==> src/rtl/dgct_pkg.sv <==
// Shared constants and types for the directional gate crossing test.
`timescale 1ns / 1ps
`default_nettype none

package dgct_pkg;

    // Default coordinate format, signed Q16.16
    localparam int COORD_WIDTH = 32;
    localparam int FRAC_BITS   = 16;

    // Limb width of the partial products inside the wide multipliers
    localparam int LIMB_W = 32;

    // Register stages from the operands to the product of one wide multiplier
    localparam int MUL_LAT = 4;

    // Configuration register indexes
    localparam int CFG_IDX_W = 3;

    typedef enum logic [CFG_IDX_W-1:0] {
        CFG_CENTER_X   = 3'd0,
        CFG_CENTER_Y   = 3'd1,
        CFG_FORWARD_X  = 3'd2,
        CFG_FORWARD_Y  = 3'd3,
        CFG_HALF_WIDTH = 3'd4
    } t_cfg_reg;

endpackage

`default_nettype wire

==> src/rtl/dgct_mul.sv <==
// Pipelined wide unsigned multiplier built from limb-sized partial products.
`timescale 1ns / 1ps
`default_nettype none

// Four register stages: partial products, row sums, row pairs, final sum.
// The row-pair tree covers every row of the operand i_a.
module dgct_mul #(
    parameter int WA = dgct_pkg::COORD_WIDTH,
    parameter int WB = dgct_pkg::COORD_WIDTH
) (
    input  wire logic             i_clk,
    input  wire logic             i_en,
    input  wire logic [WA-1:0]    i_a,
    input  wire logic [WB-1:0]    i_b,
    output logic      [WA+WB-1:0] o_p
);
    localparam int LW  = dgct_pkg::LIMB_W;
    localparam int NA  = (WA + LW - 1) / LW;
    localparam int NB  = (WB + LW - 1) / LW;
    localparam int NP  = (NA + 1) / 2;
    localparam int AW  = LW * NA;
    localparam int BW  = LW * NB;
    localparam int RW  = LW * (NB + 1);
    localparam int PRW = LW * (NB + 2);
    localparam int TW  = LW * (NA + NB);

    logic [AW-1:0]   w_a;
    logic [BW-1:0]   w_b;
    logic [2*LW-1:0] r_pp [NA][NB];
    logic [RW-1:0]   w_ev [NA];
    logic [RW-1:0]   w_od [NA];
    logic [RW-1:0]   r_row [NA];
    logic [PRW-1:0]  w_pair [NP];
    logic [PRW-1:0]  r_pair [NP];
    logic [TW-1:0]   w_tot;
    logic [TW-1:0]   r_tot;

    assign w_a = AW'(i_a);
    assign w_b = BW'(i_b);

    // Lay even and odd partial products of a row side by side without overlap
    always_comb begin
        for (int i = 0; i < NA; i++) begin
            w_ev[i] = '0;
            w_od[i] = '0;
            for (int j = 0; j < NB; j += 2) begin
                w_ev[i][LW*j +: 2*LW] = r_pp[i][j];
            end
            for (int j = 1; j < NB; j += 2) begin
                w_od[i][LW*j +: 2*LW] = r_pp[i][j];
            end
        end
    end

    // Combine neighbouring rows
    for (genvar k = 0; k < NP; k++) begin : g_pair
        if (2 * k + 1 < NA) begin : g_two
            assign w_pair[k] = PRW'(r_row[2*k]) + (PRW'(r_row[2*k+1]) << LW);
        end else begin : g_one
            assign w_pair[k] = PRW'(r_row[2*k]);
        end
    end

    // Final sum of the row pairs
    always_comb begin
        w_tot = '0;
        for (int k = 0; k < NP; k++) begin
            w_tot = w_tot + (TW'(r_pair[k]) << (2 * LW * k));
        end
    end

    // Advance all stages together
    always_ff @(posedge i_clk) begin
        if (i_en) begin
            for (int i = 0; i < NA; i++) begin
                for (int j = 0; j < NB; j++) begin
                    r_pp[i][j] <= w_a[LW*i +: LW] * w_b[LW*j +: LW];
                end
                r_row[i] <= w_ev[i] + w_od[i];
            end
            r_pair <= w_pair;
            r_tot  <= w_tot;
        end
    end

    assign o_p = r_tot[WA+WB-1:0];

endmodule

`default_nettype wire

==> config.mk <==
export PLATFORM = sky130hd
export DESIGN_NAME = dgct_mul
export DESIGN_NICKNAME = d
export VERILOG_FILES = /design/src/rtl/dgct_pkg.sv /design/src/rtl/dgct_mul.sv
export SDC_FILE = /design/constraint.sdc
export NUM_CORES = 2
export LEC_CHECK = 0
export ABC_AREA = 1
export ABC_CLOCK_PERIOD_IN_PS = 16800
export BUFFER_PORTS_ARGS = -buffer_cell sky130_fd_sc_hd__buf_2
export CAP_MARGIN = 20
export CORE_MARGIN = 2
export CORE_UTILIZATION = 52
export CTS_CLUSTER_DIAMETER = 150
export CTS_CLUSTER_SIZE = 12
export DETAILED_ROUTE_END_ITERATION = 12
export GPL_TIMING_DRIVEN = 0
export HOLD_SLACK_MARGIN = 0.03
export PLACE_DENSITY = 0.68
export SETUP_SLACK_MARGIN = 0.1
export SLEW_MARGIN = 20
export SYNTH_ARGS = -nofsm -noshare
export SYNTH_HDL_FRONTEND = slang
export SYNTH_SLANG_ARGS = --single-unit
export TNS_END_PERCENT = 100
==> constraint.sdc <==
create_clock -name i_clk -period 16.8 [get_ports i_clk]
set_input_delay 0.84 -clock i_clk [delete_from_list [all_inputs] [get_ports i_clk]]
set_output_delay 0.84 -clock i_clk [all_outputs]
set_load 0.01 [all_outputs]
==> summary.txt <==
Worst setup path
  – Crit-path most repeated cell: fa_1
  – Largest stage delay, worst path: ~0.86 ns
  – Worst Path Required: between 15 and 20 ns
  – Flop2flop setup slack: around 16 ns
  – Cell Chain, Critical Path: buf_2 -> clkbuf_1 -> nand2_1 -> fa_1 -> fa_1 -> fa_1 -> fa_1 -> inv_1 -> fa_1 -> fa_1 -> fa_1 -> inv_1 -> fa_1 -> inv_1 -> ha_1 -> nand2_1 -> nor2_1 -> inv_2 -> nor2_2 -> nand2_1 -> nor3_2 -> nand2_1 -> nand3_1 -> nand2_1
  – Crit end category: flop
  – CP startpoint kind: input pin
  – Crit path max-delay family: adder cells
  – WS Path Type: input pin to flop
  – CP max-delay cell: clkbuf_1
  – Crit path buf inv count: 6
  – WP data arrival: 8.35 ns
  – Critical Path Fanout Max: 10

Floorplanning
  – Rows: 106
  – Die area: 86540 sq um
  – Die width: a little under 300 um
  – Initial core utilization: 52.40%
  – Die Ht: 294.2 um
  – Core Box Area: roughly 84000 sq um
  – Ports: 130

Routing
  – Number of remaining DRC errors: 0
  – Vias: 34000
  – WL/cell: 22.67 um
  – Routed Antenna Nets: 0
  – Initial DRC Count: roughly 3700
  – Number of vias per cell: 5.267
  – Post-Route WL: 146400 um
  – DR pass1 iterations: 6

Timing
  – RSZ-0062 raised after global routing: no
  – Final period util: 48.17%
  – Slew headroom: 15.91%
  – Max Clock Skew: 0.01118 ns
  – Peak Freq: around 120 MHz
  – Hold Slack: 0.4070 ns
  – Worst slew pin tran: 1.261 ns
  – Max-slew violations: 0
  – Final hold violations: 0
  – Final setup vio count: 0
  – Final setup TNS: 0 ns
  – Fin crit period: 8.092 ns
  – Final WS setup: 8.708 ns

CTS
  – Clock sink count: 256
  – Clock latency at the later pin of the worst-skew pair: 0.51 ns
  – Clock transition at path regs: 0.05 ns
  – Cts bufs inserted: 25
  – CTS root buf: clkbuf_16
  – # resized after CTS: 0
  – CTS tree: built
  – Clock Path Buffers: 3
  – H-Tree Depth: 1
  – Setup Fix Bufs, Post-CTS: 0
  – CTS Hold Bufs: 0

Yosys
  – Post-Syn Area: 43780 sq um
  – Mean Syn Cell Area: roughly 8.4 sq um
  – Gate Count Post-Synth: about 5200
  – Sequential fraction of the synthesis area: 17.56%
  – Yosys warns: 0
  – Distinct cells, synth: 23
  – #FFs+latches synth: 256
  – Syn_nets: 6435

Place
  – Worst slack at placement: 8.331 ns
  – Final Wtd Congestion: about 1.0
  – Hpwl dp: 124500 um
  – Port Buf Inserts: 129

Final layout
  – NumNets Final: 6594
  – Layout cell share with drive strength beyond 1: 4.228%
  – Commonest non-fill, non-tap cell in the layout: inv_1
  – Layout area overhead: 6.252%
  – Most frequent cells in the layout: inv_1 (1718), nand2_1 (1570), fa_1 (896)
  – Filler instances: just under 8000
  – Fin util: 55.68%

GRT
  – Vias in the first global route: 34120
  – Largest net degree at the start of global routing: 107
  – GRT Util Overall: between 30 and 40%
  – GR Overflow Total: 0
  – Antenna violations before repair: 9
  – Global-route wire length before repair: 214800 um

Flow run
  – Max cap viols: 0

Hold path
  – Worst Hold Class: flop to flop

Outcome
  – Status: complete, no violations
-- area by class of cell --
cell class	instances	area (sq um)	area share (%)
sequential	256	7687	16.52
tap	1080	1351	2.905
buffer	192	723.2	1.555
antenna	6	15.01	0.03227
clock buffer	25	625.6	1.345
timing repair buffer	132	725.7	1.560
inverter	1734	6509	13.99
multi-input combinational	3028	28870	62.05
clock inverter	2	17.52	0.03765
-- state kept, by name (all words and copies together) (netlist names) --
register / cells
o_p: 64
r_pair: 64
r_pp: 64
r_row: 64
-- layer usage --
metal | GRT usage (%) | wire, um
met4 | 19.26 | 10200
met5 | 0.6239 | 80
met1 | 46.44 | 55850
met3 | 7.296 | 16040
met2 | 52.27 | 64200
-- kinds of logic after synthesis --
logic type | count (synthesis) | synth area share (%)
fa+ha+maj | 1159 | 48.48
xor+xnor | 36 | 0.7201
flops | 256 | 17.56
buf+inv | 1926 | 16.51
simple gates | 1775 | 15.98
compound gates | 58 | 0.7458
-- Yosys cell counts, drive strengths merged --
cell type / count / area [sq um]
o21ai: 1 / 5.000
inv: 1734 / 6509
nor3: 17 / 132.6
fa: 896 / 17940
nor2: 100 / 465.5
xor2: 32 / 280.3
o21bai: 13 / 101.4
ha: 263 / 3291
xnor2: 4 / 35.03
nand2: 1579 / 5949
clkbuf: 192 / 720.7
nand3: 63 / 350.3
a21oi: 44 / 220.2
nand4: 16 / 100.1
edfxtp: 256 / 7687
-- worst paths after layout --
check | start | to | depth (start not counted)
worst max-delay path | i_b[9] | r_pp[0][63] | 24
worst min-delay path | r_row[0][16] | r_pair[16] | 0
worst max register to register | r_row[0][50] | r_pair[50] | 0
worst min register to register | r_row[0][16] | r_pair[16] | 0
-- metrics by stage --
step / instances / area (sq um)
4_1_cts: 6448 / 46490
5_1_grt: 6453 / 46520
6_report: 6455 / 46520
3_3_place_gp: 6419 / 45780
3_5_place_dp: 6421 / 45850
2_1_floorplan: 5210 / 43780
Power is left out: the tool's default activity adds up to more than one toggle a clock period on the data nets, which glitch-free logic cannot reach.
